<file path="config.mk">
export PLATFORM = sky130hd
export DESIGN_NAME = modular_exponentiation_core
export DESIGN_NICKNAME = d
export VERILOG_FILES = /design/src/design/mexp_pkg.sv /design/src/design/modular_exponentiation_core.sv /design/src/design/mexp_modmul.sv
export SDC_FILE = /design/constraint.sdc
export NUM_CORES = 1
export LEC_CHECK = 0
export BUFFER_PORTS_ARGS = -buffer_cell sky130_fd_sc_hd__buf_2
export CAP_MARGIN = 30
export CORE_ASPECT_RATIO = 0.75
export CORE_MARGIN = 8
export CORE_UTILIZATION = 30
export CTS_CLUSTER_SIZE = 14
export DETAILED_ROUTE_END_ITERATION = 6
export SETUP_SLACK_MARGIN = 0.2
export SLEW_MARGIN = 20
export SYNTH_ARGS = -nofsm -noshare
export SYNTH_HDL_FRONTEND = slang
export SYNTH_SLANG_ARGS = --single-unit
</file>
<file path="constraint.sdc">
create_clock -name clk -period 14.4 [get_ports clk]
set_clock_uncertainty 0.05 [all_clocks]
set_input_delay 0.72 -clock clk [delete_from_list [all_inputs] [get_ports clk]]
set_output_delay 0.72 -clock clk [all_outputs]
set_load 0.01 [all_outputs]
</file>
<file path="src/design/mexp_pkg.sv">
// shared constants and types for the modular exponentiation core
package mexp_pkg;

    localparam int OPERAND_BITS = 31;
    localparam int CNT_BITS     = $clog2(OPERAND_BITS);
    localparam int SUM_BITS     = OPERAND_BITS + 2;

    typedef logic [OPERAND_BITS-1:0] operand_t;

    typedef enum logic [2:0] {
        ST_IDLE,
        ST_REDUCE,
        ST_MULT,
        ST_SQUARE,
        ST_FINISH
    } mexp_state_t;

endpackage

</file>
<file path="src/design/modular_exponentiation_core.sv">
// top level: modulus register, square-and-multiply sequencer and result register
// One item at a time: an item is taken only while the sequencer is idle, and its result
// is held in an output register so that the next item can be taken while the result
// waits. Every modular product goes through one shared bit-serial multiplier at one
// multiplier bit per cycle. An item costs one reduction of the base plus k products,
// where k is the number of one bits in the exponent plus the position of its highest
// one bit. A modulus below two gives 0 without any product. The user must write the
// modulus only while the block is idle; the block itself does not enforce this.
module modular_exponentiation_core
    import mexp_pkg::*;
(
    input  logic     clk,
    input  logic     rst_n,
    input  logic     cfg_we,
    input  operand_t cfg_wdata,
    input  logic     item_valid,
    output logic     item_stall,
    input  operand_t base_value,
    input  operand_t exponent,
    output logic     result_valid,
    input  logic     result_stall,
    output operand_t power_residue
);

    mexp_state_t state_reg;
    mexp_state_t state_next;
    logic        go_reg;
    logic        go_next;
    logic        out_valid_reg;
    logic        out_valid_next;
    operand_t    modulus_reg;
    operand_t    base_reg;
    operand_t    base_next;
    operand_t    exp_reg;
    operand_t    exp_next;
    operand_t    sq_reg;
    operand_t    sq_next;
    operand_t    acc_reg;
    operand_t    acc_next;
    operand_t    res_reg;
    operand_t    res_next;

    operand_t    mul_a;
    operand_t    mul_b;
    logic        mul_done;
    operand_t    mul_product;

    mexp_modmul u_modmul (
        .clk     (clk),
        .rst_n   (rst_n),
        .start   (go_reg),
        .mul_a   (mul_a),
        .mul_b   (mul_b),
        .modulus (modulus_reg),
        .done    (mul_done),
        .product (mul_product)
    );

    always_comb
    begin
        case (state_reg)
            ST_REDUCE:
            begin
                mul_a = operand_t'(1);
                mul_b = base_reg;
            end
            ST_MULT:
            begin
                mul_a = acc_reg;
                mul_b = sq_reg;
            end
            default:
            begin
                mul_a = sq_reg;
                mul_b = sq_reg;
            end
        endcase
    end

    always_comb
    begin
        state_next     = state_reg;
        go_next        = 1'b0;
        base_next      = base_reg;
        exp_next       = exp_reg;
        sq_next        = sq_reg;
        acc_next       = acc_reg;
        res_next       = res_reg;
        out_valid_next = out_valid_reg;
        if (out_valid_reg && !result_stall)
        begin
            out_valid_next = 1'b0;
        end
        case (state_reg)
            ST_IDLE:
            begin
                if (item_valid)
                begin
                    base_next = base_value;
                    exp_next  = exponent;
                    acc_next  = operand_t'(1);
                    if (modulus_reg < operand_t'(2))
                    begin
                        acc_next   = '0;
                        state_next = ST_FINISH;
                    end
                    else
                    begin
                        state_next = ST_REDUCE;
                        go_next    = 1'b1;
                    end
                end
            end
            ST_REDUCE:
            begin
                if (mul_done)
                begin
                    sq_next = mul_product;
                    if (exp_reg == '0)
                    begin
                        state_next = ST_FINISH;
                    end
                    else if (exp_reg[0])
                    begin
                        state_next = ST_MULT;
                        go_next    = 1'b1;
                    end
                    else
                    begin
                        state_next = ST_SQUARE;
                        go_next    = 1'b1;
                    end
                end
            end
            ST_MULT:
            begin
                if (mul_done)
                begin
                    acc_next = mul_product;
                    if (exp_reg[OPERAND_BITS-1:1] == '0)
                    begin
                        state_next = ST_FINISH;
                    end
                    else
                    begin
                        state_next = ST_SQUARE;
                        go_next    = 1'b1;
                    end
                end
            end
            ST_SQUARE:
            begin
                if (mul_done)
                begin
                    sq_next  = mul_product;
                    exp_next = exp_reg >> 1;
                    go_next  = 1'b1;
                    if (exp_reg[1])
                    begin
                        state_next = ST_MULT;
                    end
                    else
                    begin
                        state_next = ST_SQUARE;
                    end
                end
            end
            ST_FINISH:
            begin
                if (!out_valid_reg || !result_stall)
                begin
                    res_next       = acc_reg;
                    out_valid_next = 1'b1;
                    state_next     = ST_IDLE;
                end
            end
            default:
            begin
                state_next = ST_IDLE;
            end
        endcase
    end

    always_ff @(posedge clk or negedge rst_n)
    begin
        if (!rst_n)
        begin
            state_reg     <= ST_IDLE;
            go_reg        <= 1'b0;
            out_valid_reg <= 1'b0;
            modulus_reg   <= operand_t'(2);
        end
        else
        begin
            state_reg     <= state_next;
            go_reg        <= go_next;
            out_valid_reg <= out_valid_next;
            if (cfg_we)
            begin
                modulus_reg <= cfg_wdata;
            end
        end
    end

    always_ff @(posedge clk)
    begin
        base_reg <= base_next;
        exp_reg  <= exp_next;
        sq_reg   <= sq_next;
        acc_reg  <= acc_next;
        res_reg  <= res_next;
    end

    assign item_stall    = (state_reg != ST_IDLE);
    assign result_valid  = out_valid_reg;
    assign power_residue = res_reg;

endmodule

</file>
<file path="src/design/mexp_modmul.sv">
// bit-serial interleaved modular multiplier, one multiplier bit per cycle
module mexp_modmul
    import mexp_pkg::*;
(
    input  logic     clk,
    input  logic     rst_n,
    input  logic     start,
    input  operand_t mul_a,
    input  operand_t mul_b,
    input  operand_t modulus,
    output logic     done,
    output operand_t product
);

    logic                busy_reg;
    logic                busy_next;
    logic                done_reg;
    logic                done_next;
    logic [CNT_BITS-1:0] cnt_reg;
    logic [CNT_BITS-1:0] cnt_next;
    operand_t            a_reg;
    operand_t            a_next;
    operand_t            b_reg;
    operand_t            b_next;
    operand_t            acc_reg;
    operand_t            acc_next;

    logic [SUM_BITS-1:0] sum;
    logic [SUM_BITS-1:0] mod_x1;
    logic [SUM_BITS-1:0] mod_x2;
    operand_t            acc_step;

    // 2*acc + bit*a stays below 3*m, so one of three candidates is the residue
    always_comb
    begin
        sum    = {1'b0, acc_reg, 1'b0} + (b_reg[OPERAND_BITS-1] ? SUM_BITS'(a_reg) : '0);
        mod_x1 = SUM_BITS'(modulus);
        mod_x2 = {1'b0, modulus, 1'b0};
        if (sum >= mod_x2)
        begin
            acc_step = operand_t'(sum - mod_x2);
        end
        else if (sum >= mod_x1)
        begin
            acc_step = operand_t'(sum - mod_x1);
        end
        else
        begin
            acc_step = operand_t'(sum);
        end
    end

    always_comb
    begin
        busy_next = busy_reg;
        done_next = 1'b0;
        cnt_next  = cnt_reg;
        a_next    = a_reg;
        b_next    = b_reg;
        acc_next  = acc_reg;
        if (start && !busy_reg)
        begin
            busy_next = 1'b1;
            cnt_next  = CNT_BITS'(OPERAND_BITS - 1);
            a_next    = mul_a;
            b_next    = mul_b;
            acc_next  = '0;
        end
        else if (busy_reg)
        begin
            acc_next = acc_step;
            b_next   = {b_reg[OPERAND_BITS-2:0], 1'b0};
            cnt_next = cnt_reg - CNT_BITS'(1);
            if (cnt_reg == '0)
            begin
                busy_next = 1'b0;
                done_next = 1'b1;
            end
        end
    end

    always_ff @(posedge clk or negedge rst_n)
    begin
        if (!rst_n)
        begin
            busy_reg <= 1'b0;
            done_reg <= 1'b0;
            cnt_reg  <= '0;
        end
        else
        begin
            busy_reg <= busy_next;
            done_reg <= done_next;
            cnt_reg  <= cnt_next;
        end
    end

    always_ff @(posedge clk)
    begin
        a_reg   <= a_next;
        b_reg   <= b_next;
        acc_reg <= acc_next;
    end

    assign done    = done_reg;
    assign product = acc_reg;

endmodule

</file>
# Word level (Yosys, flattened, before mapping)
# Cells that the tools add are included.
[word_totals]
ff_bits = 291
in_bits = 98
out_inout_bits = 33
word_cells = 96
[op_classes]
add_sub_neg = 4
n_lt_le_gt_ge = 3
eq_ne = 9
muxes = 44
reduce_logical = 21
[ops]
columns = ["cell", "n"]
rows = [
  ["2-to-1 mux 31 bit", 10],
  ["case mux 31 bit (2 select lines)", 3],
  ["subtractor 31 bit", 2],
  ["adder 32 x 31 -> 33 bit", 1],
  [">= comparator 33 x 31 -> 1 bit", 1],
  [">= comparator 33 x 32 -> 1 bit", 1],
  ["logical NOT 31 bit", 1],
  ["less-than comparator 31 x 2 -> 1 bit, second input constant", 1],
  ["logical NOT 30 bit", 1],
  ["2-to-1 mux 3 bit", 8],
  ["2-to-1 mux 1 bit", 19],
  ["case mux 3 bit (5 select lines)", 1],
  ["2-to-1 mux 5 bit", 2],
  ["equality test 3 x 2 -> 1 bit, second input constant", 2],
  ["inequality test 2 x 1 -> 1 bit, second input constant", 3],
  ["AND reduction 2 bit", 3],
  ["AND reduction 3 bit", 2],
  ["nonzero test 2 bit", 3],
  ["logical NOT 5 bit", 1],
  ["AND reduction 5 bit", 1],
  ["subtractor 5 x 1 -> 5 bit, second input constant", 1],
  ["inequality test 2 bit, second input constant", 2],
  ["case mux 1 bit (4 select lines)", 1],
  ["equality test 3 x 1 -> 1 bit, second input constant", 1],
  ["7 further kinds", 10],
]

# Longest topological paths before layout
[logic_depth]
ltp_word = 5
depth_mapped = 23

# Cells and area by module
# A second synthesis with hierarchy kept.
[unflattened]
cells_unflattened = 1525
area_unflattened_um2 = 16605.9
[by_module_without_submodules]
columns = ["mod", "n_inst", "cells_per_inst", "area_each_um2", "seq_area_each_um2"]
rows = [
  ["mexp_modmul", 1, 1002, 9049.9, 2657.5],
  ["modular_exponentiation_core", 1, 523, 7556.0, 5556.6],
]

# Worst setup path after synthesis
# No wires, ideal clock.
[synth_timing]
path_kind = "reg-to-reg"
from = "register u_modmul.b_reg[30]"
to = "register u_modmul.acc_reg[1] (netlist: u_modmul.product[1])"
setup_ns = 0.140
arrival_time_ns = 5.265
t_required_ns = 14.210
slack_ns = 8.945
stages_incl_launch_ff = 23
synth_period_minus_slack_ns = 5.455
path_cell_list = "edfxtp_1 > clkbuf_1 > and2_1 > ha_1 > fa_1 > a211oi_1 > o211ai_1 > a221oi_2 > o21ai_0 > a211oi_1 > or4b_2 > nand3_1 > ha_1 > nand4_1 > or3_1 > or3b_2 > o211ai_1 > a21oi_1 > o211ai_1 > or3_1 > buf_2 > clkbuf_1 > o221ai_1"
[synth_between]
elab_chain_cells = 5
elab_cells_between_ends = 8
classes_between = "add/sub (3); order compare (2); mux (3)"
[synth_rtl]
columns = ["element", "line_no", "source"]
rows = [
  ["start, declared", "mexp_modmul.sv:23", "operand_t b_reg;"],
  ["start signal, assigned", "mexp_modmul.sv:101", "b_reg <= b_next;"],
  ["2-to-1 mux 31 bit (*)", "mexp_modmul.sv:36", "sum = {1'b0, acc_reg, 1'b0} + (b_reg[OPERAND_BITS-1] ? SUM_BITS'(a_reg) : '0);"],
  ["adder 32 x 31 -> 33 bit (*)", "mexp_modmul.sv:36", ""],
  ["subtractor 31 bit / >= comparator 33 x 31 -> 1 bit (equally long branches)", "mexp_modmul.sv:45, mexp_modmul.sv:43", ""],
  ["2-to-1 mux 31 bit", "mexp_modmul.sv:43", "else if (sum >= mod_x1)"],
  ["2-to-1 mux 31 bit (*)", "mexp_modmul.sv:39", "if (sum >= mod_x2)"],
  ["end signal, assigned", "mexp_modmul.sv:102", "acc_reg <= acc_next;"],
  ["end, declared", "mexp_modmul.sv:25", "operand_t acc_reg;"],
]
# Every way passes the cells marked *; elsewhere a longest branch is shown, timed or not.
# A chain may end at the register's enable or synchronous reset.

# Worst setup path in the final report
[layout_timing]
from = "register u_modmul.b_reg[30]"
to = "register u_modmul.acc_reg[18] (netlist: u_modmul.product[18])"
# The elaborated chain is that of the path after synthesis.

==> flow_metrics.py <==
metrics = {
    "synthesis": {
        "synth_flop_cell": "edfxtp_1",
        "async_reset_ff_frac": 0.148,
        "yosysMostFrequentCell": "edfxtp_1",
        "seq_area_frac_synth": 0.496,
        "synth_warnings": 0,
        "synthCells": 1596,
        "synth.top_cell.area_share": 0.393,
        "synth-edff-count": 217,
        "synthTopCellsByCount": "edfxtp_1 (217), nand2_1 (200), o21ai_0 (114)",
        "syn_avg_cell_area_sq_um": 10.4,
        "synth_cell_types": 73,
        "syn_nets": 1791,
        "synth_top_cells_by_area": "edfxtp_1 (39%), ha_1 (7.1%), dfrtp_1 (6.3%)",
        "ys_ff_latch": 291,
        "syn_area_sq_um": 16600,
        "synth_top_cell_by_area": "edfxtp_1",
    },
    "placement": {
        "hpwl_um": 35200,
        "place.gp.congestion": 0.902,
        "placed_area_sq_um": 18100,
        "port_buffers": 130,
        "dp.cells": 2406,
    },
    "routing": {
        "wl_um": 45700,
        "drc_errors": 0,
        "wire_per_inst_um": 18.5,
        "via_count": 12600,
        "final_antenna_net_count": 0,
        "via_per_inst": 5.10,
        "firstDrtPassIters": 5,
        "initialDrtViolationCount": 1013,
    },
    "worst_setup_path": {
        "path_cells": "and2_1 > ha_1 > fa_1 > a211oi_1 > o211ai_1 > a221oi_2 > o21ai_0 > a211oi_1 > or4b_2 > nand3_1 > ha_1 > nand4_1 > or3_1 > or3b_2 > o211ai_1 > a21oi_1 > o211ai_1 > or3_1 > buf_6 > nor2_1 > a221o_1",
        "path_class": "flip-flop to flip-flop",
        "reg2reg_to": "u_modmul.product[18]",
        "cp_max_fo": 32,
        "critPathRequiredTime_ps": 14770,
        "cp.arrival_ps": 7150,
        "endpoint_kind": "flip-flop",
        "r2r_start": "u_modmul.b_reg[30]",
        "worstSetupStartpointType": "flip-flop",
        "reg2reg_slack_ps": 7620,
        "cpMostUsedCell": "o211ai_1",
        "cp_slowest_cell": "edfxtp_1",
        "rr_worst_depth": 21,
        "slowest_delay_ps": 730,
    },
    "die": {
        "coreArea_sq_um": 54500,
        "fp-row-count": 74,
        "fp.dieH_um": 220,
        "fp.dieArea_sq_um": 63100,
        "die_w_um": 287,
        "start_util": 0.304,
        "pin_count": 131,
    },
    "clock_network": {
        "cts-buffers-inserted": 34,
        "path_clk_slew_ps": 60,
        "clock_sinks": 291,
        "clockBufferDepth": 3,
        "cts-hold-fix-buffers": 0,
        "h-tree-depth": 2,
        "ctsResizeCount": 0,
        "cts_root_buf": "clkbuf_16",
        "clkLatencyLatePin_ps": 540,
        "cts_tree": "built",
        "postCtsSetupRepairBufs": 0,
    },
    "flow_run": {
        "max_cap_violations": 0,
    },
    "cells_and_area": {
        "layout-drive-gt1-share": 0.144,
        "syn2layout_area_growth_pct": 15.7,
        "final_cells": 2468,
        "stdcell_area_sq_um": 19200,
        "nFillCells": 5433,
        "num-nets-final": 1916,
    },
    "worst_hold_path": {
        "hp-class": "primary input to asynchronous set/reset pin",
    },
    "sta": {
        "post-route-period-util": 0.471,
        "setup_viol": 0,
        "fin_hold_ws_ps": 83.9,
        "final_hold_viol_count": 0,
        "fmax_ghz": 0.148,
        "finalCriticalPeriod_ps": 6780,
        "finalSetupTns_ps": 0,
        "rsz0062_at_grt": "no",
        "worst_pin_slew_ps": 918,
        "max_slew_margin": 0.388,
        "drv_slew": 0,
    },
    "global_route": {
        "antenna_found_initial": 1,
        "grt_pass1_vias": 12800,
        "grt_max_degree": 63,
        "grt-ovfl-total": 0,
        "track_usage": 0.142,
        "grt_pass1_wl_um": 71700,
    },
    "outcome": {
        "status": "complete, no violations",
    },
}
## kinds of logic after synthesis
kind of cell | synth area share
simple gates | 0.150
compound gates | 0.153
flops | 0.496
buf+inv | 0.0312
fa+ha+maj | 0.0746
mux | 0.0556
xor+xnor | 0.0396
## per-layer routing
metal | part of all wire | track usage | vias to the layer above
met5 | 0.00028 | 0.00390 | -
met4 | 0.025 | 0.0404 | 2
met3 | 0.050 | 0.0285 | 74
met2 | 0.47 | 0.237 | 260
met1 | 0.45 | 0.186 | 6099
li1 | - | - | 6140
## cell type report
class                      instances  area (sq um)  share of cell area
clock inverter                    16           168             0.00875
tap                              722           903              0.0471
inverter                          71           267              0.0139
clock buffer                      43           895              0.0467
sequential                       291          8210               0.429
timing repair buffer             150           845              0.0441
antenna                            2          5.00            0.000261
multi-input combinational       1173          7870               0.411
## placed cells by master, fill, tap and decap left out, drive strengths merged, types with 20 or more instances in the layout
cell | netlist | routed
nor3 | 25 | 25
o21bai | 20 | 20
a21o | 33 | 33
buf | 7 | 150
edfxtp | 217 | 217
inv | 71 | 76
o21ai | 115 | 115
and2 | 65 | 65
nand4 | 21 | 21
nand2 | 200 | 200
ha | 94 | 94
a21oi | 76 | 76
dfxtp | 31 | 31
xor2 | 25 | 25
clkbuf | 54 | 43
mux2i | 56 | 56
xnor2 | 50 | 50
mux2 | 32 | 32
nand3 | 61 | 61
dfrtp | 42 | 42
nor2 | 82 | 82
## worst max-delay path, delay by kind of cell (launching register included)
family	cells	cell delay (ps)
flip-flops	1	730
AO/OA/AOI/OAI	9	2390
AND/OR/NAND/NOR	8	2130
buffers and inverters	1	260
adder cells (fa/ha/maj)	3	1090
## metrics by stage
| step | utilization | setup WS (ps) |
|---|---|---|
| finish | 0.351 | 7620 |
| global route | 0.351 | 7150 |
| CTS | 0.351 | 7280 |
| detailed placement | 0.332 | 7330 |
| global placement | 0.330 | 7450 |
| floorplan | - | 8940 |
## worst max path at each step
stage                        from                    to  slack [ps]
2_1_floorplan  u_modmul.b_reg[30]   u_modmul.product[1]        8940
3_3_place_gp   u_modmul.b_reg[30]  u_modmul.product[18]        7450
3_5_place_dp   u_modmul.b_reg[30]  u_modmul.product[18]        7330
4_1_cts        u_modmul.b_reg[30]  u_modmul.product[18]        7280
5_1_grt        u_modmul.b_reg[30]  u_modmul.product[18]        7150
6_report       u_modmul.b_reg[30]  u_modmul.product[18]        7620
Power is not shown: default switching activity piles up to over one toggle a cycle in this logic, so the estimate is an artifact.
